==> src/rtl/tcrb_pkg.sv <==
// Shared types and constants for the triggered capture ring buffer.
// No dependencies; every other file imports this package.
package tcrb_pkg;

  localparam int DEPTH      = 1024;
  localparam int ADDR_W     = $clog2(DEPTH);
  localparam int CNT_W      = ADDR_W + 1;
  localparam int SAMPLE_W   = 16;
  localparam int WORD_W     = 4 * SAMPLE_W;
  localparam int FIFO_DEPTH = 3;
  localparam int FIFO_PTR_W = $clog2(FIFO_DEPTH);
  localparam int FIFO_CNT_W = $clog2(FIFO_DEPTH + 1);
  localparam int CFG_W      = 11;
  localparam int PADDR_W    = 3;
  localparam int PDATA_W    = 32;

  localparam logic [CFG_W-1:0] DEPTH_RESET   = CFG_W'(1024);
  localparam logic [CFG_W-1:0] PRETRIG_RESET = CFG_W'(512);

  typedef enum logic {
    REG_DEPTH   = 1'b0,
    REG_PRETRIG = 1'b1
  } reg_idx_t;

  typedef enum logic {
    FUNC_SAMPLE = 1'b0,
    FUNC_READ   = 1'b1
  } func_t;

  typedef struct packed {
    logic              en;
    logic [ADDR_W-1:0] addr;
    logic [WORD_W-1:0] data;
  } mem_wr_t;

  typedef struct packed {
    logic              done;
    logic              stopped;
    logic [ADDR_W-1:0] oldest;
  } ctrl_stat_t;

  typedef struct packed {
    logic              done;
    logic [ADDR_W-1:0] start;
    logic [WORD_W-1:0] word;
  } res_item_t;

endpackage

==> src/rtl/tcrb_out_fifo.sv <==
// Small result queue that decouples the memory read stage from the receiver.
// Depends on tcrb_pkg.
module tcrb_out_fifo import tcrb_pkg::*; (
  input  logic                  clk,
  input  logic                  rst,
  input  logic                  push,
  input  res_item_t             din,
  input  logic                  pop,
  output res_item_t             dout,
  output logic                  not_empty,
  output logic [FIFO_CNT_W-1:0] count
);

  res_item_t               entries [FIFO_DEPTH];
  logic [FIFO_PTR_W-1:0]   wr_ptr;
  logic [FIFO_PTR_W-1:0]   rd_ptr;

  always_ff @(posedge clk) begin
    if (push) begin
      entries[wr_ptr] <= din;
    end
  end

  always_ff @(posedge clk) begin
    if (rst) begin
      wr_ptr <= '0;
      rd_ptr <= '0;
      count  <= '0;
    end else begin
      if (push) begin
        wr_ptr <= (wr_ptr == FIFO_PTR_W'(FIFO_DEPTH - 1)) ? '0 : wr_ptr + FIFO_PTR_W'(1);
      end
      if (pop) begin
        rd_ptr <= (rd_ptr == FIFO_PTR_W'(FIFO_DEPTH - 1)) ? '0 : rd_ptr + FIFO_PTR_W'(1);
      end
      if (push && !pop) begin
        count <= count + FIFO_CNT_W'(1);
      end else if (pop && !push) begin
        count <= count - FIFO_CNT_W'(1);
      end
    end
  end

  assign dout      = entries[rd_ptr];
  assign not_empty = (count != '0);

endmodule

==> config.mk <==
export PLATFORM = sky130hd
export DESIGN_NAME = tcrb_out_fifo
export DESIGN_NICKNAME = d
export VERILOG_FILES = /design/src/rtl/tcrb_pkg.sv /design/src/rtl/tcrb_out_fifo.sv
export SDC_FILE = /design/constraint.sdc
export NUM_CORES = 1
export LEC_CHECK = 0
export BUFFER_PORTS_ARGS = -buffer_cell sky130_fd_sc_hd__buf_4
export CAP_MARGIN = 10
export CORE_ASPECT_RATIO = 0.75
export CORE_MARGIN = 1
export CORE_UTILIZATION = 50
export DETAILED_ROUTE_END_ITERATION = 10
export GPL_ROUTABILITY_DRIVEN = 0
export PLACE_DENSITY = 0.76
export SYNTH_ARGS = -nofsm -noshare
export SYNTH_HDL_FRONTEND = slang
export SYNTH_SLANG_ARGS = --single-unit
export TNS_END_PERCENT = 5
==> constraint.sdc <==
create_clock -name clk -period 6.5 [get_ports clk]
set_clock_uncertainty 0.15 [all_clocks]
set_input_delay 0.65 -clock clk [delete_from_list [all_inputs] [get_ports clk]]
set_output_delay 0.65 -clock clk [all_outputs]
set_load 0.1 [all_outputs]
==> results of run 1 <==
[kinds of logic after synthesis]
| logic type | Yosys count | share of synthesized area |
|---|---|---|
| simple gates | 88 | 0.0405 |
| compound gates | 81 | 0.0473 |
| flops | 233 | 0.797 |
| mux | 75 | 0.0865 |
| xor+xnor | 2 | 0.00202 |
| buf+inv | 27 | 0.0258 |
| fa+ha+maj | 1 | 0.00144 |
[routing by layer]
layer	vias up	track usage	part of all wire
met5	-	0	0
met4	0	0.0387	0.012
met2	124	0.311	0.50
li1	2232	-	-
met3	16	0.0430	0.058
met1	2300	0.239	0.43
[power by group]
group | switching [mW] | total, mW | internal (mW)
sequential | 0.0302 | 1.75 | 1.72
combinational | 0.574 | 0.730 | 0.156
clock | 0.511 | 1.27 | 0.757
total | 1.12 | 3.75 | 2.63
[stage by stage]
| step | total power, mW | utilization | hold WS, ns |
|---|---|---|---|
| 2_1_floorplan | 2.35 | - | 0.304 |
| 3_3_place_gp | 2.50 | 0.591 | 0.308 |
| 3_5_place_dp | 2.52 | 0.591 | 0.347 |
| 4_1_cts | 3.78 | 0.635 | 0.174 |
| 5_1_grt | 3.87 | 0.635 | 0.173 |
| 6_report | 3.75 | 0.635 | 0.188 |
[synthesized netlist by cell type]
master / instances
a21oi_1: 4
and3b_1: 1
buf_12: 6
buf_2: 11
buf_4: 3
clkbuf_1: 5
dfxtp_1: 8
edfxtp_1: 225
ha_1: 1
inv_1: 2
mux2i_1: 75
nand2_1: 77
nand3b_1: 1
nor2_1: 4
nor2b_1: 1
nor3_1: 1
nor3b_1: 1
o21ai_0: 26
o21ai_1: 50
o21ba_2: 1
or2_2: 1
or3_1: 1
xor2_1: 2
[state kept, by name, indices dropped and copies added, names as in the netlist, named ones only]
register / count
rd_ptr: 2
wr_ptr: 2
entries: 225
count: 2
[area by class of cell]
cell class              count  area, um2
repair buffers            162       1220
fillers                  1198       6160
clock inverters             7       65.1
inverters                   2       7.51
multi-input cells         247       1570
flip-flops and latches    233       6920
clock buffers              32        671
well taps                 215        269
[worst paths after layout]
kind	slack (ns)	end	cells past startpoint
max reg2reg	3.93	entries[2][13]	3
max	2.84	dout[20]	4
min	0.19	entries[1][67]	1
min reg2reg	0.35	flip-flop	2
[critical path, stage by stage, from the launching register on]
cell and delay [ns]:
dfxtp_4 0.80, buf_4 0.69, mux2i_1 0.15, o21ai_0 0.31, buf_4 0.36
==> key figures, run 1 <==
Logic synthesis
  • Yosys warnings: 0
  • Synthesized Nets: ~590
  • Register area share after synthesis: 0.797
  • Synth unique cells: 23
  • Synth area leader: edfxtp_1
  • Cells after synthesis: 507
  • Synth area leaders: edfxtp_1 78%, mux2i_1 8.6%, nand2_1 3.3%, o21ai_1 2.9%, dfxtp_1 1.8%
  • Cell Area, Synth: slightly below 9000 um2
  • Top cell type's share of synthesized area: 0.778
  • Number of synthesized register bits: ~230
  • Syn Area/Cell: 17.1 um2

Detailed routing
  • Wire per inst: between 15 and 20 um
  • First-iteration detailed-routing DRC count: between 300 and 400
  • Vias after detailed routing: between 4k and 5k
  • Antenna Nets Post-Route: 0
  • WL final: 16200 um
  • Vias per Instance: 5.20
  • DRC: 0
  • TritonRoute pass-1 iters: 4

Clock tree
  • Post-CTS setup buffer count: 0
  • Clk_lat worst skew: approximately 0.48 ns
  • Clock buffer depth: 3
  • Cts bufs inserted: 23
  • Clk sinks: between 200 and 250
  • CTS resizes: 0
  • Clk pin slew, worst setup/hold paths: ~0.060 ns
  • TritonCTS clock tree: done
  • Root Buffer: clkbuf_16
  • CTS Hold Bufs: 0
  • H-Tree Level Count: 1

Critical path
  • Worst R2R Start: wr_ptr[1]
  • Worst setup SP type: flip-flop
  • Crit path required time: 5.70 ns
  • Critical path class: flip-flop to output pin
  • Maximum fanout along the worst path: 38
  • CP Capture Type: output pin
  • Data arrival, critical path: between 2 and 3 ns

Min path
  • Min-delay src: din[67]
  • Hold crit path type: input pin to flip-flop

Global route
  • Largest net degree at the start of global routing: approximately 120
  • All-Layer GR Usage: 0.181
  • Number of global-route vias before repair: 4667
  • Initial antenna violation count: 0
  • Global-route wire length before repair: ~25000 um
  • GRT overflow: 0

Timing
  • Headroom to the max-slew limit: 0.252
  • Min cycle time layout: ~3.7 ns
  • Total Neg Setup Slack: 0 ns
  • Setup Viol. Count Final: 0
  • Slew @ Worst Pin: roughly 1.1 ns
  • Max Fclk: ~0.27 GHz
  • Final count of pins violating max slew: 0
  • Fin. Hold Viols: 0
  • Fin crit share: 0.563
  • RSZ-0062 raised after global routing: false
  • Final Worst Setup Slack: 2.84 ns

Floorplan
  • Die area: 17900 um2
  • Site Rows: 41
  • Core ar.: between 15000 and 20000 um2
  • Die height: 116 um
  • Die X-Extent: ~150 um
  • I/O pin count: between 150 and 200
  • Initial core utilization: 0.514

Run
  • Maxcap violations: 0

Placement
  • Place WS: 3.33 ns
  • DP Wirelength: 9720 um
  • Port-buffer cells: ~160
  • Placed Instances: about 860
  • Cell Area, Placed: ~10000 um2

Cells and area
  • Finished Layout Cells: around 900
  • Most common cell after layout, fill and taps aside: edfxtp_1
  • Post-Layout Inst Area: 10700 um2
  • Nets: 749
  • Layout cells sized above 1: 0.296
  • ANT cells: 0
  • Commonest non-fill, non-tap cells in the layout: 225 x edfxtp_1, 162 x buf_4, 77 x nand2_1
  • Area grow syn2layout: 23.4%

Power
  • Worst vdd ir: 0.242 mV
  • PwrDens: 350 nW/um2
  • P_leak: roughly 3.8 nW

Run status
  • Status: finished, final reports clean
Note: power is estimated with default switching activity, not from simulation.
==> run 2: changes to the inputs <==
--- a/config.mk
+++ b/config.mk
@@ -9,10 +9,10 @@
 export CAP_MARGIN = 10
 export CORE_ASPECT_RATIO = 0.75
 export CORE_MARGIN = 1
-export CORE_UTILIZATION = 50
+export CORE_UTILIZATION = 51
 export DETAILED_ROUTE_END_ITERATION = 10
 export GPL_ROUTABILITY_DRIVEN = 0
-export PLACE_DENSITY = 0.76
+export PLACE_DENSITY = 0.74
 export SYNTH_ARGS = -nofsm -noshare
 export SYNTH_HDL_FRONTEND = slang
 export SYNTH_SLANG_ARGS = --single-unit
==> constraint.sdc (replaced) <==
create_clock -name clk -period 3.5 [get_ports clk]
set_clock_uncertainty 0.15 [all_clocks]
set_input_delay 0.35 -clock clk [delete_from_list [all_inputs] [get_ports clk]]
set_output_delay 0.35 -clock clk [all_outputs]
set_load 0.1 [all_outputs]
==> key figures, run 2 (synthesis gave the netlist of run 1 again) <==
Run status
  • Status: finished with violations
  • Failing checks: design-rule violations

Critical path
  • Worst R2R Start: wr_ptr[0]
  • Data arrival, critical path: 2.39 ns (-0.47 ns)
  • CP Capture Type: output pin
  • Critical path class: flip-flop to output pin
  • Maximum fanout along the worst path: 80 (+110%)
  • R2r setup slk: 1.55 ns (-2.38 ns)
  • Worst setup SP type: flip-flop
  • Crit path required time: 3.00 ns (-2.70 ns)

Timing
  • Fin crit share: 0.825
  • Total Neg Setup Slack: 0 ns (unchanged)
  • Final count of pins violating max slew: 0 (unchanged)
  • Max Fclk: between 0.3 and 0.4 GHz
  • Fin. Hold Viols: 0 (unchanged)
  • Headroom to the max-slew limit: 0.468 (+0.217)
  • Worst hold margin: 0.0257 ns (-0.163 ns)
  • Slew @ Worst Pin: 0.798 ns (-0.325 ns)
  • Min cycle time layout: roughly 2.9 ns
  • RSZ-0062 raised after global routing: false
  • Setup Viol. Count Final: 0 (unchanged)

Global route
  • Global-route wire length before repair: 25400 um (+2.1%)
  • Initial antenna violation count: 0 (unchanged)
  • Largest net degree at the start of global routing: 81 (-31%)
  • All-Layer GR Usage: 0.185 (+0.00427)
  • Number of global-route vias before repair: 5028 (+7.7%)
  • GRT overflow: 0 (unchanged)

Detailed routing
  • Vias after detailed routing: 5003 (+7.1%)
  • TritonRoute pass-1 iters: 8 (+4)
  • DRC: 8 (+8)
  • Vias per Instance: 5.16 (-0.86%)
  • Wire per inst: 17.1 um (-5.5%)
  • WL final: 16600 um (+2.1%)
  • First-iteration detailed-routing DRC count: 368 (+6.7%)
  • Antenna Nets Post-Route: 0 (unchanged)

Clock tree
  • H-Tree Level Count: 1 (unchanged)
  • Root Buffer: clkbuf_16
  • Clk sinks: 233 (unchanged)
  • Cts bufs inserted: 22 (-4.3%)
  • Post-CTS setup buffer count: 0 (unchanged)
  • Clk_lat worst skew: 0.49 ns (about the same)
  • Clock buffer depth: 3 (unchanged)
  • TritonCTS clock tree: done
  • Clk pin slew, worst setup/hold paths: 0.06 ns (about the same)

Floorplan
  • Initial core utilization: 0.532 (+0.0177)
  • I/O pin count: 157 (unchanged)
  • Core ar.: 16300 um2 (-3.3%)
  • Die height: 115 um (-0.96%)
  • Die X-Extent: 153 um (-0.97%)
  • Site Rows: 40 (-2.4%)
  • Die area: 17600 um2 (-1.9%)

Cells and area
  • Layout cells sized above 1: 0.268 (-0.0273)
  • Commonest non-fill, non-tap cells in the layout: 225 x edfxtp_1, 158 x buf_4, 77 x nand2_1
  • Most common cell after layout, fill and taps aside: edfxtp_1
  • Final design utilization: 0.709 (+0.0736)
  • Nets: 825 (+10%)
  • Filler cells: 1056 (-12%)
  • Max FFs per register: 225 (unchanged)
  • Area grow syn2layout: 33.2%
  • Finished Layout Cells: 970 (+8.0%)
  • ANT cells: 0 (unchanged)
  • Reg with most FFs: entries

Min path
  • Min-delay src: pop
  • Hold crit path type: input pin to flip-flop

Power
  • PwrDens: 617 nW/um2 (+77%)
  • Worst vdd ir: 0.431 mV (+78%)
  • P_leak: 4.12 nW (+9.1%)

Placement
  • Placed Instances: 855 (-0.47%)
  • DP Wirelength: 9500 um (-2.3%)
  • Port-buffer cells: 156 (unchanged)

Run
  • Maxcap violations: 0 (unchanged)
## run 2: changes by cell type in the layout (fill, tap and decap cells not counted), sizes merged
cell	change
clkinv	-1
clkbuf	-2
clkinvlp	+2
inv	-1
buf	+1
dlygate4sd3	+76
bufinv	+2
## run 2: where the power goes
group          leakage (nW)  total (mW)  internal, mW  switching (mW)
Combinational          1.60        1.44         0.352            1.09
Clock                 0.366        2.46          1.49           0.970
Sequential             2.15        3.25          3.19          0.0527
Total                  4.12        7.14          5.03            2.11
## run 2: stage by stage
stage / area [um2] / power (mW) / setup WS, ns
CTS: 11600 / 7.17 / 0.595
detailed placement: 10000 / 4.67 / 1.20
finish: 11600 / 7.14 / 0.614
global placement: 10000 / 4.65 / 1.27
global route: 11600 / 7.33 / 0.448
floorplan: 8700 / 4.35 / 0.180
## run 2: path summary, 6_finish.rpt
check / end / depth (start not counted)
worst max-delay path: dout[55] / 4
worst min-delay path: flip-flop / 4
worst max register to register: entries[1][24] / 2
worst min register to register: flip-flop / 2
## run 2: worst max-delay path, cell delays in order (launching register included)
cell     delay [ns]
dfxtp_4        0.86
buf_4          0.41
nand2_1        0.14
o21ai_1        0.12
buf_4          0.31
## run 2: repair_timing
item,in CTS,in global routing
hold endpoints to repair,233,0
gates resized for setup,0,0
hold buffers,76,0
setup endpoints to repair,0,0
## run 2: routing by layer
layer,global-route usage,vias to the layer above,routed length [um]
met3,0.0403,23,1140
li1,-,2392,-
met1,0.228,2425,6920
met5,0,-,0
met4,0.0458,0,249
met2,0.337,163,8280
## run 2: area by class of cell
| cell class | count | area [um2] | share of cell area |
|---|---|---|---|
| flip-flops and latches | 233 | 6920 | 0.599 |
| repair buffers | 239 | 2050 | 0.177 |
| multi-input cells | 247 | 1570 | 0.135 |
| clock buffers | 30 | 632 | 0.0546 |
| well taps | 210 | 263 | 0.0227 |
| clock inverters | 9 | 124 | 0.0107 |
| inverters | 2 | 7.51 | 0.000649 |
==> run 3: changes to the inputs <==
==> constraint.sdc (replaced) <==
create_clock -name clk -period 3.02 [get_ports clk]
set_clock_uncertainty 0.15 [all_clocks]
set_input_delay 0.302 -clock clk [delete_from_list [all_inputs] [get_ports clk]]
set_output_delay 0.302 -clock clk [all_outputs]
set_load 0.1 [all_outputs]
==> key figures, run 3 (synthesis gave the netlist of run 1 again) <==
Run status
  • Status: finished with violations
  • Failing checks: design-rule violations

Cells and area
  • Layout cells sized above 1: 0.262 (-0.00630)
  • Register Area: 6920 um2 (unchanged)
  • Area grow syn2layout: 32.4%
  • Total area of multi-input combinational cells: 1570 um2 (unchanged)
  • Max FFs per register: 225 (unchanged)
  • Filler cells: 1028 (-2.7%)
  • Most common cell after layout, fill and taps aside: edfxtp_1
  • Finished Layout Cells: 973 (+0.31%)
  • ANT cells: 0 (unchanged)
  • Final design utilization: 0.705 (-0.00376)
  • Reg with most FFs: entries
  • Commonest non-fill, non-tap cells in the layout: 225 x edfxtp_1, 160 x buf_4, 77 x nand2_1, 77 x dlygate4sd3_1, 75 x mux2i_1
  • Nets: 828 (+0.36%)

Min path
  • Hold crit path type: input pin to flip-flop
  • Min-delay src: push

Clock tree
  • Cts bufs inserted: 22 (unchanged)
  • Clk pin slew, worst setup/hold paths: 0.06 ns (about the same)
  • CTS Hold Bufs: 77 (+1.3%)
  • Clk_lat worst skew: 0.48 ns (about the same)
  • Clock buffer depth: 3 (unchanged)
  • Clk sinks: 233 (unchanged)
  • H-Tree Level Count: 1 (unchanged)
  • Post-CTS setup buffer count: 0 (unchanged)
  • Root Buffer: clkbuf_16
  • CTS resizes: 0 (unchanged)
  • TritonCTS clock tree: done

Power
  • Net Switching: 2.40 mW (+14%)
  • Combinational share of power: 0.210 (+0.009)
  • Internal power: 5.59 mW (+11%)
  • Sw frac: 0.300 (+0.00495)
  • Seq pwr share: 0.470 (+0.015)
  • Clock power frac: 0.320 (-0.024)
  • PwrDens: 695 nW/um2 (+13%)
  • P_leak: 4.09 nW (-0.67%)
  • Worst vdd ir: 0.446 mV (+3.5%)

Global route
  • Largest net degree at the start of global routing: 78 (-3.7%)
  • Number of global-route vias before repair: 5174 (+2.9%)
  • Initial antenna violation count: 0 (unchanged)
  • All-Layer GR Usage: 0.191 (+0.00553)
  • Global-route wire length before repair: 26100 um (+2.9%)
  • GRT overflow: 0 (unchanged)

Timing
  • Worst hold margin: 0.0529 ns (+0.0272 ns)
  • Setup Viol. Count Final: 0 (unchanged)
  • Fin crit share: 0.839
  • RSZ-0062 raised after global routing: false
  • Fin. Hold Viols: 0 (unchanged)
  • Final Worst Setup Slack: 0.486 ns (-0.128 ns)
  • Max Fclk: 0.395 GHz
  • Final count of pins violating max slew: 0 (unchanged)
  • Headroom to the max-slew limit: 0.647 (+0.179)
  • Slew @ Worst Pin: 0.528 ns (-0.270 ns)
  • Min cycle time layout: between 2 and 3 ns

Critical path
  • Worst path max stage delay: 0.60 ns (-0.26 ns)
  • CP Capture Type: output pin
  • Worst path most repeated cell: buf_4
  • Worst R2R Start: wr_ptr[1]
  • Critical path class: flip-flop to output pin
  • Data arrival, critical path: 2.08 ns (-0.31 ns)
  • Worst setup SP type: flip-flop
  • Crit path required time: 2.57 ns (-0.43 ns)
  • Maximum fanout along the worst path: 42 (-48%)
  • CP max-delay cell: dfxtp_4
  • Critical path, cell by cell: buf_4, nand2_1, o21ai_1, buf_4

Floorplan
  • Core ar.: 16300 um2 (unchanged)
  • Die X-Extent: 153 um (unchanged)
  • I/O pin count: 157 (unchanged)
  • Die area: 17600 um2 (unchanged)
  • Initial core utilization: 0.532 (unchanged)
  • Die height: 115 um (unchanged)
  • Site Rows: 40 (unchanged)

Detailed routing
  • First-iteration detailed-routing DRC count: 368 (unchanged)
  • DRC: 7 (-1)
  • WL final: 16600 um (-0.18%)
  • Antenna Nets Post-Route: 0 (unchanged)
  • Vias after detailed routing: 4996 (-0.14%)
  • Wire per inst: 17.0 um (-0.49%)
  • Vias per Instance: 5.13 (-0.45%)
  • TritonRoute pass-1 iters: 10 (+2)

Placement
  • Placed Instances: 857 (+0.23%)
  • Port-buffer cells: 156 (unchanged)
  • Place WS: 0.988 ns (-0.215 ns)
  • DP Wirelength: 9520 um (+0.19%)

Run
  • Maxcap violations: 0 (unchanged)
==> run 3: changes by cell type in the layout (fill, tap and decap cells not counted), sizes merged <==
cell,previous run,this run
bufinv,3,1
dlygate4sd3,76,77
buf,163,165
clkinvlp,2,1
clkinv,4,7
==> run 3: routing by layer <==
layer	GRT usage	wire length, um
met1	0.229	6830
met2	0.347	8320
met3	0.0501	1140
met4	0.0498	271
met5	0	0
==> run 3: worst paths after layout <==
check	end	depth (start not counted)	slack [ns]
worst max-delay path	dout[46]	4	0.49
worst min-delay path	wr_ptr[0]	3	0.05
worst max register to register	entries[2][61]	3	1.11
worst min register to register	flip-flop	2	0.35
==> run 3: power groups by stage <==
| stage | Clock [mW] | Combinational (mW) | Sequential, mW |
|---|---|---|---|
| 3_3_place_gp | 0 | 1.59 | 3.81 |
| 2_1_floorplan | 0 | 1.21 | 3.84 |
| 5_1_grt | 2.72 | 1.74 | 3.76 |
| 3_5_place_dp | 0 | 1.60 | 3.82 |
| 4_1_cts | 2.60 | 1.68 | 3.75 |
| 6_report | 2.56 | 1.68 | 3.75 |
==> run 3: area by class of cell <==
cell class,count,area share
inverters,2,0.000653
clock buffers,30,0.0523
repair buffers,242,0.180
well taps,210,0.0228
multi-input cells,247,0.136
clock inverters,9,0.00587
flip-flops and latches,233,0.602
==> run 3: metrics by stage <==
step	total power, mW	setup TNS, ns	area [um2]
final	7.99	0	11500
after global routing	8.23	0	11500
after CTS	8.04	0	11500
after detailed placement	5.42	0	10100
after global placement	5.40	0	10100
after floorplan	5.05	-6.08	8700
==> run 3: worst max-delay path: cells and delay by family, from the launching register on <==
kind	cells	cell delay, ns
buf+inv	2	0.72
flops	1	0.60
simple gates	1	0.10
compound gates	1	0.15
