[src/rtl/tcrb_pkg.sv]
// Shared types and constants for the triggered capture ring buffer.
// No dependencies; every other file imports this package.
package tcrb_pkg;

  localparam int DEPTH      = 1024;
  localparam int ADDR_W     = $clog2(DEPTH);
  localparam int CNT_W      = ADDR_W + 1;
  localparam int SAMPLE_W   = 16;
  localparam int WORD_W     = 4 * SAMPLE_W;
  localparam int FIFO_DEPTH = 3;
  localparam int FIFO_PTR_W = $clog2(FIFO_DEPTH);
  localparam int FIFO_CNT_W = $clog2(FIFO_DEPTH + 1);
  localparam int CFG_W      = 11;
  localparam int PADDR_W    = 3;
  localparam int PDATA_W    = 32;

  localparam logic [CFG_W-1:0] DEPTH_RESET   = CFG_W'(1024);
  localparam logic [CFG_W-1:0] PRETRIG_RESET = CFG_W'(512);

  typedef enum logic {
    REG_DEPTH   = 1'b0,
    REG_PRETRIG = 1'b1
  } reg_idx_t;

  typedef enum logic {
    FUNC_SAMPLE = 1'b0,
    FUNC_READ   = 1'b1
  } func_t;

  typedef struct packed {
    logic              en;
    logic [ADDR_W-1:0] addr;
    logic [WORD_W-1:0] data;
  } mem_wr_t;

  typedef struct packed {
    logic              done;
    logic              stopped;
    logic [ADDR_W-1:0] oldest;
  } ctrl_stat_t;

  typedef struct packed {
    logic              done;
    logic [ADDR_W-1:0] start;
    logic [WORD_W-1:0] word;
  } res_item_t;

endpackage

[src/rtl/tcrb_ctrl.sv]
// Capture control: write pointer, fill level, trigger latch and stop logic.
// Issues store writes for sample requests. Depends on tcrb_pkg.
module tcrb_ctrl import tcrb_pkg::*; (
  input  logic              clk,
  input  logic              rst,
  input  logic              step,
  input  logic              rearm,
  input  logic              event_req,
  input  logic [WORD_W-1:0] sample_word,
  input  logic [CFG_W-1:0]  depth_cfg,
  input  logic [CFG_W-1:0]  pretrig_cfg,
  output mem_wr_t           wr,
  output ctrl_stat_t        stat,
  output ctrl_stat_t        res
);

  logic [ADDR_W-1:0] write_pointer, write_pointer_next;
  logic [CNT_W-1:0]  fill_count, fill_count_next;
  logic [CNT_W-1:0]  post_count, post_count_next;
  logic              latched, latched_next;
  logic              seen, seen_next;
  logic              stopped, stopped_next;
  logic              done_flag, done_next;
  logic [ADDR_W-1:0] oldest, oldest_next;

  logic [CNT_W-1:0]  depth;
  logic [CNT_W-1:0]  pre;
  logic [CNT_W-1:0]  wp_inc;
  logic [CNT_W:0]    stop_sum;
  logic              do_write;

  always_comb begin
    if (depth_cfg == '0) begin
      depth = CNT_W'(1);
    end else if (CNT_W'(depth_cfg) > CNT_W'(DEPTH)) begin
      depth = CNT_W'(DEPTH);
    end else begin
      depth = CNT_W'(depth_cfg);
    end
    pre = (CNT_W'(pretrig_cfg) > depth) ? depth : CNT_W'(pretrig_cfg);
  end

  always_comb begin
    write_pointer_next = write_pointer;
    fill_count_next    = fill_count;
    post_count_next    = post_count;
    latched_next       = latched;
    seen_next          = seen;
    stopped_next       = stopped;
    done_next          = done_flag;
    oldest_next        = oldest;
    do_write           = 1'b0;
    wp_inc             = CNT_W'(write_pointer) + CNT_W'(1);
    stop_sum           = '0;

    if (step) begin
      if (rearm) begin
        done_next       = 1'b0;
        stopped_next    = 1'b0;
        seen_next       = 1'b0;
        latched_next    = 1'b0;
        post_count_next = '0;
      end
      if (event_req) begin
        latched_next = 1'b1;
      end
      if (fill_count >= depth) begin
        oldest_next = write_pointer;
      end
      if (!stopped_next) begin
        if (latched_next) begin
          if (!seen_next) begin
            seen_next       = 1'b1;
            post_count_next = '0;
          end
          stop_sum = {1'b0, post_count_next} + {1'b0, pre};
          if (stop_sum >= {1'b0, depth}) begin
            done_next    = 1'b1;
            stopped_next = 1'b1;
            latched_next = 1'b0;
          end else begin
            do_write        = 1'b1;
            post_count_next = post_count_next + CNT_W'(1);
          end
        end else begin
          do_write = 1'b1;
        end
      end
      if (do_write) begin
        // Wrap at the depth in use; a pointer past a lowered depth wraps too.
        write_pointer_next = (wp_inc >= depth) ? '0 : wp_inc[ADDR_W-1:0];
        fill_count_next    = (fill_count < depth) ? fill_count + CNT_W'(1) : depth;
      end
    end
  end

  always_ff @(posedge clk) begin
    if (rst) begin
      write_pointer <= '0;
      fill_count    <= '0;
      post_count    <= '0;
      latched       <= 1'b0;
      seen          <= 1'b0;
      stopped       <= 1'b0;
      done_flag     <= 1'b0;
      oldest        <= '0;
    end else begin
      write_pointer <= write_pointer_next;
      fill_count    <= fill_count_next;
      post_count    <= post_count_next;
      latched       <= latched_next;
      seen          <= seen_next;
      stopped       <= stopped_next;
      done_flag     <= done_next;
      oldest        <= oldest_next;
    end
  end

  assign wr.en   = do_write;
  assign wr.addr = write_pointer;
  assign wr.data = sample_word;

  assign stat.done    = done_flag;
  assign stat.stopped = stopped;
  assign stat.oldest  = oldest;

  assign res.done    = done_next;
  assign res.stopped = stopped_next;
  assign res.oldest  = oldest_next;

endmodule

[config.mk]
export PLATFORM = sky130hd
export DESIGN_NAME = tcrb_ctrl
export DESIGN_NICKNAME = d
export VERILOG_FILES = /design/src/rtl/tcrb_pkg.sv /design/src/rtl/tcrb_ctrl.sv
export SDC_FILE = /design/constraint.sdc
export NUM_CORES = 1
export LEC_CHECK = 0
export ABC_AREA = 0
export ABC_CLOCK_PERIOD_IN_PS = 8250
export BUFFER_PORTS_ARGS = -buffer_cell sky130_fd_sc_hd__buf_2
export CORE_ASPECT_RATIO = 2
export CORE_UTILIZATION = 54
export DETAILED_ROUTE_END_ITERATION = 16
export HOLD_SLACK_MARGIN = 0.08
export PLACE_DENSITY_LB_ADDON = 0.12
export SLEW_MARGIN = 20
export SYNTH_ARGS = -nofsm -noshare
export SYNTH_HDL_FRONTEND = slang
export SYNTH_SLANG_ARGS = --single-unit
[constraint.sdc]
create_clock -name clk -period 8.25 [get_ports clk]
set_input_delay 0.4125 -clock clk [delete_from_list [all_inputs] [get_ports clk]]
set_output_delay 0.4125 -clock clk [all_outputs]
set_load 0.01 [all_outputs]
==> run_results.csv, run 1 <==
group,metric,value,unit
timing,finalCritPeriodShare,83.1,%
clocking,ctsResizeCount,0,
floorplan,io-pin-count,190,
final_layout,multi_input_area,0.00321,sq mm
clocking,clk_pin_slew,60,ps
final_layout,final_cell_area,0.00486,sq mm
worst_setup_path,worstSetupPathType,"primary input to output pin",
final_layout,final_cell_mix,"buf_2, ha_1, dfxtp_1",
synthesis,postSynthRegisterBits,46,
synthesis,synth_area_per_cell,8.07,sq um
routing,antenna_left,0,
place,port_buffers,61,
clocking,cts_buffer_depth,2,
clocking,insertion_delay,290,ps
synthesis,syn_inst,601,
clocking,ctsHoldBuffers,0,
place,routabilityCongestion,0.889,
timing,final_max_slew_viol_count,0,
synthesis,synth.top_cells.by_area,"dfxtp_1, ha_1, buf_4",
worst_setup_path,slowest_delay,660,ps
floorplan,rows,48,
synthesis,ys_async_sr_fraction,0,%
global_route,grt_pass1_wl,20700,um
routing,first_pass_iters,4,
synthesis,yosys.area.top_type,"dfxtp_1",
clocking,h-tree-depth,2,
floorplan,die_w,69.0,um
clocking,cts_tree,"yes",
final_layout,nNetsFinal,737,
clocking,numCtsBuffers,5,
worst_setup_path,critPathMaxFanout,27,
synthesis,synth.distinct_cells,66,
timing,layout_setup_ws,1390,ps
synthesis,yosysWarningCount,0,
routing,drt_iter0_drc,182,
timing,slew_headroom,40.3,%
routing,wl_per_cell,19.0,um
global_route,gr-total-overflow,0,
synthesis,syn_nets,752,
routing,drc,0,
final_layout,final_common_cell,"buf_2",
routing,num_vias,4248,
final_layout,area_delta_synth_final,0.103,%
clocking,postCtsSetupRepairBufs,0,
synthesis,synth_edf_count,0,
flow_run,maxCapViolCount,0,
final_layout,drive_above_1_share,18.1,%
timing,fin_skew,3.63,ps
worst_setup_path,path_common_cell,"o21ai_0",
routing,routed_wl,13000,um
synthesis,seq_area_frac_synth,19.0,%
place,place_hpwl,10200,um
timing,fin_crit,6860,ps
synthesis,synth_ff_type,"dfxtp_1",
place,place_area,0.00469,sq mm
worst_setup_path,crit_slowest_cell,"o221ai_4",
clocking,clock_sinks,46,
global_route,grt_max_degree,47,
worst_setup_path,start_kind,"primary input",
worst_setup_path,worst_ep_required_time,7840,ps
place,pre_cts_ws,1450,ps
pwr,irDropWorstVdd,0.0768,mV
worst_setup_path,timing.reg2reg.setup_slack,2980,ps
floorplan,die-area,0.00939,sq mm
final_layout,seq_area,921,sq um
floorplan,die_h,136,um
synthesis,netlist_area,0.00485,sq mm
timing,grt_setup_unrepaired,"no",
timing,hold_violations,0,
clocking,cts-root-buf,"clkbuf_16",
pwr,p_per_area,134,mW/mm^2
hold_path,hp-class,"flip-flop to flip-flop",
timing,clock.fmax,146,MHz
floorplan,core_area,0.00865,sq mm
pwr,power_leakage,2.21,nW
global_route,grtUsageTotal,27.6,%
global_route,antenna_found_initial,0,
global_route,grt_pass1_vias,4328,
worst_setup_path,arrival,6440,ps
final_layout,nFillCells,867,
routing,vias_per_cell,6.18,
timing,setup-tns-final,0,ps
synthesis,synth_top_area_share,19.0,%
worst_setup_path,critPathCaptureType,"output pin",
timing,worst_pin_slew,896,ps
run_status,status,"completed",
final_layout,n_antenna_cell,0,
floorplan,start_util,56.1,%
timing,finalSetupViolCount,0,
pwr,power,0.000653,W
-- final timing paths --
| check | start | end | cells after the start |
|---|---|---|---|
| max | depth_cfg[2] | res[10] | 29 |
| min | post_count[6] | post_count[6] | 2 |
| max reg2reg | seen | fill_count[1] | 19 |
| min reg2reg | post_count[6] | post_count[6] | 2 |
-- metrics by stage --
stage	util, %	hold slack (ps)	instances
2_1_floorplan	-	448	601
3_5_place_dp	54.2	469	679
6_report	56.1	477	687
4_1_cts	56.1	481	687
5_1_grt	56.1	508	687
3_3_place_gp	54.2	463	679
-- kinds of logic after synthesis --
group / Yosys count / share of synthesized area [%]
and+or+nand+nor: 191 / 21.4
AOI/OAI and AO/OA: 142 / 19.6
buffers and inverters: 116 / 14.9
adders and majority gates: 60 / 15.6
DFF: 46 / 19.0
muxes: 29 / 6.47
xor gates and xnor gates: 17 / 3.07
-- cell usage after synthesis, types with 2 or more instances --
cell type / instances
nand2b_1: 12
nand3_1: 12
buf_4: 70
a21o_1: 7
a21oi_1: 37
o21a_1: 5
a2111oi_0: 2
a311oi_1: 2
o21ai_0: 26
o31ai_1: 4
o21bai_1: 2
a211oi_1: 6
nor4_1: 2
nand4_1: 8
o21ai_1: 17
a41oi_1: 2
or3_1: 4
dfxtp_1: 46
xor2_1: 8
nand3b_1: 7
and2_1: 17
buf_2: 2
and3_1: 13
clkbuf_1: 10
ha_1: 59
mux2i_1: 13
mux2_2: 15
inv_1: 30
buf_6: 3
nor2b_1: 24
o211ai_1: 3
a31oi_1: 9
a211oi_2: 4
xnor2_1: 9
nor2_1: 41
nand2_1: 31
nor3_1: 10
-- sequential cells by signal, indices dropped and copies added (netlist names) --
name and count:
done_flag 1, oldest 10, latched 1, write_pointer 10, fill_count 11, stopped 1
seen 1, post_count 11
-- final cells by class --
class	instances	share of cell area, %
clock buffer	6	2.65
inverter	31	2.40
multi-input combinational	439	66.0
tap	100	2.58
clock inverter	2	0.773
timing repair buffer	63	6.60
sequential	46	19.0
-- worst max-delay path, delay by kind of cell --
family | cells | cell delay, ps
AOI/OAI and AO/OA | 12 | 2300
adders and majority gates | 4 | 1150
and+or+nand+nor | 7 | 1580
xor gates and xnor gates | 1 | 140
buffers and inverters | 5 | 830
-- power by group --
group	internal (W)	switching [W]	total [W]
Clock	0.000143	0.0000893	0.000233
Combinational	0.0000736	0.000111	0.000185
Sequential	0.000227	0.00000790	0.000235
-- layer usage --
layer  track usage [%]  vias to the layer above  routed length (um)
met4              19.7                        0                 806
met5                 0                        -                   0
met1              26.0                     1996                4540
met3              4.45                       62                 488
li1                  -                     2043                   -
met2              52.8                      147                7200
Note: power is estimated with default switching activity, not from simulation.
==> run 2: changes to the inputs <==
ABC_CLOCK_PERIOD_IN_PS = 6370   (was 8250)
CORE_UTILIZATION = 50   (was 54)
clock period = 6.37 ns   (was 8.25 ns; I/O delays follow)
==> run 2 against run 1 <==
  * Cell count grew 1.9%
  * Via count grew 0.52%
  * Sequential power grew 29%
  * Largest cell class unchanged
  * Clock-buffer cell count shrank 1
  * Core utilization shrank 3.4 points
  * Clock power grew 35%
  * Non-clock buffer count grew 9
  * Routed wire length shrank 0.48%
==> run_results.csv, run 2 (synthesis results as in run 1) <==
group,metric,value,unit
worst_setup_path,crit_slowest_cell,"a311oi_1",
clocking,postCtsSetupRepairBufs,0,
worst_setup_path,startpoint,"depth_cfg[10]",
global_route,grt_pass1_vias,4377,
worst_setup_path,cp-endpoint,"res[10]",
place,place_hpwl,10200,um
timing,clock.fmax,165,MHz
routing,antenna_left,0,
clocking,clk_pin_slew,70,ps
worst_setup_path,path_common_cell,"ha_1",
place,place_area,0.00477,sq mm
run_status,status,"completed",
final_layout,area_delta_synth_final,1.96,%
timing,finalCritPeriodShare,95.1,%
clocking,cts_tree,"yes",
final_layout,nFillCells,921,
final_layout,n_antenna_cell,0,
worst_setup_path,r2r-end,"fill_count[1]",
worst_setup_path,rr_worst_depth,20,
worst_setup_path,critPathMaxFanout,11,
timing,fin_crit,6060,ps
final_layout,drive_above_1_share,19.6,%
routing,drc,0,
floorplan,die-area,0.0101,sq mm
worst_setup_path,timing.reg2reg.setup_slack,1500,ps
flow_run,maxCapViolCount,0,
timing,fin_skew,4.36,ps
final_layout,reg.largest.list,"fill_count x11, post_count x11",
hold_path,holdCritStartpoint,"event_req",
worst_setup_path,start_kind,"primary input",
floorplan,io-pin-count,190,
worst_setup_path,critPathCaptureType,"output pin",
global_route,gr-total-overflow,0,
clocking,numCtsBuffers,5,
final_layout,final_cell_mix,"buf_2, ha_1, dfxtp_1",
clocking,cts-root-buf,"clkbuf_16",
worst_setup_path,slowest_delay,490,ps
pwr,irDropWorstVdd,0.0974,mV
global_route,grt_pass1_wl,20500,um
global_route,grt_max_degree,47,
hold_path,hp-class,"primary input to flip-flop",
place,routabilityCongestion,0.855,
routing,num_vias,4270,
final_layout,final_cell_area,0.00495,sq mm
global_route,antenna_found_initial,0,
timing,slew_headroom,38.5,%
clocking,insertion_delay,300,ps
timing,worst_pin_slew,922,ps
clocking,h-tree-depth,2,
timing,grt_setup_unrepaired,"no",
floorplan,rows,50,
worst_setup_path,cp.depth,29,
routing,first_pass_iters,4,
floorplan,start_util,51.7,%
worst_setup_path,rr_startpoint,"seen",
routing,wl_per_cell,18.5,um
timing,finalSetupViolCount,0,
clocking,cts_buffer_depth,2,
floorplan,die_h,141,um
worst_setup_path,cp_num_buf_inv,6,
global_route,grtUsageTotal,25.9,%
pwr,p_per_area,175,mW/mm^2
worst_setup_path,crit_family,"compound AO/OA/AOI/OAI gates",
clocking,ctsResizeCount,0,
clocking,clock_sinks,46,
pwr,power_leakage,2.26,nW
floorplan,core_area,0.00938,sq mm
clocking,ctsHoldBuffers,0,
worst_setup_path,arrival,5740,ps
routing,drt_iter0_drc,180,
place,port_buffers,61,
floorplan,die_w,71.7,um
timing,hold_violations,0,
timing,final_max_slew_viol_count,0,
final_layout,nNetsFinal,746,
pwr,power,0.000867,W
routing,vias_per_cell,6.10,
final_layout,final_common_cell,"buf_2",
timing,setup-tns-final,0,ps
routing,routed_wl,13000,um
worst_setup_path,worst_ep_required_time,6050,ps
worst_setup_path,worstSetupPathType,"primary input to output pin",
-- run 2: changes by cell type in the layout (fill, tap and decap cells not counted) --
| cell | before | now |
|---|---|---|
| inv_6 | 0 | 1 |
| nand2_2 | 0 | 1 |
| clkbuf_1 | 1 | 0 |
| nand2_1 | 31 | 30 |
| clkinvlp_4 | 1 | 0 |
| buf_4 | 2 | 10 |
| clkinv_2 | 0 | 1 |
| buf_12 | 0 | 1 |
-- run 2: worst reg2reg max path: stages (launching register included) --
cell and delay, ps:
dfxtp_1 410, nor2b_1 640, and2_1 310, ha_1 250, inv_1 70, fa_1 400
nor2b_1 110, o21ai_0 90, nand2b_1 150, a311oi_1 170, nor2_1 170, xnor2_1 80
ha_1 200, or3_4 390, a211oi_1 360, or3_1 210, o221ai_4 130, inv_2 190
buf_4 210, nor2_1 70, a211oi_2 190
-- run 2: layer usage --
metal  wire [um]  GRT usage [%]  vias to the layer above
li1            -              -                     2061
met1        4510           23.5                     2021
met2        7220           51.0                      125
met3         487           3.13                       63
met4         750           17.8                        0
met5           0              0                        -
-- run 2: worst min path at each step --
stage | endpoint | slack, ps | cells after the start
after floorplan | post_count[6] | 450 | 2
after global placement | post_count[1] | 470 | 2
after detailed placement | post_count[6] | 490 | 2
after CTS | latched | 400 | 3
after global routing | latched | 420 | 3
final | latched | 400 | 3
-- run 2: cell type report --
class,instances,area (sq um),area share [%]
flip-flops and latches,46,921,18.6
inverters,31,116,2.35
multi-input cells,439,3210,64.9
clock inverters,3,43.8,0.885
repair buffers,72,400,8.10
clock buffers,5,125,2.53
well taps,104,130,2.63
-- run 2: per-stage QoR --
step	instances	util (%)	hold WS, ps	worst slack (ps)
after floorplan	601	-	448	961
after global placement	692	50.9	470	368
after detailed placement	692	50.9	487	297
after CTS	700	52.7	400	290
after global routing	700	52.7	415	26.9
final	700	52.7	399	311
-- run 2: power breakdown --
group          total [W]  internal [W]  leakage [nW]  switching, W
sequential      0.000304      0.000294         0.372    0.00000940
clock           0.000314      0.000186        0.0842      0.000128
combinational   0.000249      0.000102          1.81      0.000147
total           0.000867      0.000583          2.26      0.000284
==> run 3: changes to the inputs <==
--- a/constraint.sdc
+++ b/constraint.sdc
@@ -3,2 +3,2 @@
 set_output_delay 0.3185 -clock clk [all_outputs]
-set_load 0.01 [all_outputs]
+set_load 0.05 [all_outputs]
==> run 3 against run 2 <==
  * Clock-buffer cell count unchanged
  * Critical endpoint unchanged
  * First-iteration DRC count increased by 26%
  * Sequential share of layout area increased by 0.21 points
  * Clock power decreased by 12%
  * Total power decreased by 2.9%
  * Core utilization decreased by 0.60 points
  * Cell count decreased by 0.71%
==> run_results.csv, run 3 (synthesis results as in run 1) <==
group,metric,value,unit
clocking,numCtsBuffers,5,
pwr,power,0.000842,W
timing,finalCritPeriodShare,93.5,%
timing,clock.fmax,168,MHz
worst_setup_path,critPathMaxFanout,11,
worst_setup_path,r2r-end,"write_pointer[6]",
clocking,ctsResizeCount,0,
floorplan,rows,50,
global_route,grt_pass1_vias,4308,
worst_setup_path,cp_num_buf_inv,6,
global_route,grtUsageTotal,25.4,%
global_route,gr-total-overflow,0,
floorplan,die-area,0.0101,sq mm
floorplan,die_w,71.7,um
global_route,grt_pass1_wl,20400,um
final_layout,n_antenna_cell,0,
worst_setup_path,cp.depth,28,
clocking,ctsHoldBuffers,0,
timing,finalSetupViolCount,0,
worst_setup_path,rr_startpoint,"seen",
global_route,antenna_found_initial,0,
timing,worst_pin_slew,928,ps
final_layout,final_cell_area,0.00489,sq mm
timing,setup-tns-final,0,ps
place,place_hpwl,9770,um
clocking,insertion_delay,300,ps
place,routabilityCongestion,0.920,
clocking,cts-root-buf,"clkbuf_16",
final_layout,final_common_cell,"buf_2",
floorplan,start_util,51.7,%
place,place_area,0.00472,sq mm
final_layout,drive_above_1_share,19.3,%
final_layout,reg.largest.list,"fill_count x11, post_count x11",
worst_setup_path,timing.reg2reg.setup_slack,1470,ps
timing,final_max_slew_viol_count,0,
timing,fin_skew,11.1,ps
clocking,cts_buffer_depth,2,
final_layout,nNetsFinal,741,
clocking,h-tree-depth,2,
routing,drt_iter0_drc,227,
worst_setup_path,start_kind,"primary input",
routing,antenna_left,0,
pwr,irDropWorstVdd,0.0963,mV
final_layout,final_cell_mix,"buf_2, ha_1, dfxtp_1",
run_status,status,"completed",
worst_setup_path,worstSetupPathType,"primary input to output pin",
floorplan,die_h,141,um
clocking,clock_sinks,46,
place,port_buffers,61,
pwr,power_leakage,2.21,nW
worst_setup_path,worst_ep_required_time,6050,ps
clocking,clk_pin_slew,70,ps
worst_setup_path,arrival,5640,ps
timing,grt_setup_unrepaired,"no",
routing,routed_wl,12400,um
clocking,postCtsSetupRepairBufs,0,
timing,hold_violations,0,
final_layout,nFillCells,942,
routing,num_vias,4231,
hold_path,hp-class,"primary input to flip-flop",
timing,slew_headroom,37.7,%
timing,fin_crit,5950,ps
hold_path,holdCritStartpoint,"event_req",
final_layout,multi_input_area,0.00322,sq mm
worst_setup_path,critPathCaptureType,"output pin",
pwr,p_per_area,172,mW/mm^2
routing,vias_per_cell,6.09,
routing,wl_per_cell,17.9,um
worst_setup_path,crit_family,"compound AO/OA/AOI/OAI gates",
final_layout,final_util,52.1,%
routing,first_pass_iters,4,
worst_setup_path,path_common_cell,"o21ai_0",
worst_setup_path,crit_slowest_cell,"or3_1",
global_route,grt_max_degree,47,
floorplan,core_area,0.00938,sq mm
final_layout,area_delta_synth_final,0.800,%
floorplan,io-pin-count,190,
hold_path,hold_path_end,"latched",
routing,drc,0,
worst_setup_path,slowest_delay,420,ps
worst_setup_path,rr_worst_depth,20,
flow_run,maxCapViolCount,0,
hold_path,hold_depth,3,
clocking,cts_tree,"yes",
timing,hold_ws,402,ps
final_layout,seq_area,921,sq um
run 3: cell types whose count changed in the layout (fill, tap and decap cells not counted), sizes merged:
cell,previous run,this run
inv,32,31
bufinv,1,0
clkbuf,5,6
clkinv,1,0
buf,72,66
clkinvlp,0,3
run 3: area by class of cell:
class | count | area share, %
Clock buffer | 5 | 2.56
Clock inverter | 3 | 0.486
Inverter | 31 | 2.46
Multi-Input combinational cell | 439 | 65.8
Sequential cell | 46 | 18.8
Tap cell | 104 | 2.66
Timing Repair Buffer | 67 | 7.22
run 3: metrics by stage:
stage               worst slack (ps)  std cells
floorplan                        883        601
detailed placement               208        687
global route                    20.5        695
finish                           415        695
global placement                 254        687
CTS                              181        695
run 3: worst max path at each step:
| stage | from | endpoint |
|---|---|---|
| floorplan | depth_cfg[6] | res[10] |
| global placement | depth_cfg[10] | write_pointer[7] |
| detailed placement | depth_cfg[10] | write_pointer[5] |
| CTS | depth_cfg[10] | res[10] |
| global route | depth_cfg[10] | res[10] |
| finish | depth_cfg[10] | res[10] |
run 3: power by group:
part / internal [W] / switching [W] / total [W] / leakage (nW)
clock: 0.000147 / 0.000129 / 0.000276 / 0.0664
sequential: 0.000294 / 0.00000921 / 0.000304 / 0.372
combinational: 0.0000990 / 0.000163 / 0.000262 / 1.78
run 3: tightest hold or removal path, cell delays in order:
cell      delay (ps)
buf_2            140
a21oi_1          140
a211oi_1          50
run 3: routing by layer:
| metal | wire length [um] | vias up | GRT usage (%) |
|---|---|---|---|
| li1 | - | 2052 | - |
| met1 | 4480 | 2009 | 24.8 |
| met2 | 6790 | 115 | 47.5 |
| met3 | 439 | 55 | 3.20 |
| met4 | 713 | 0 | 17.8 |
| met5 | 0 | - | 0 |
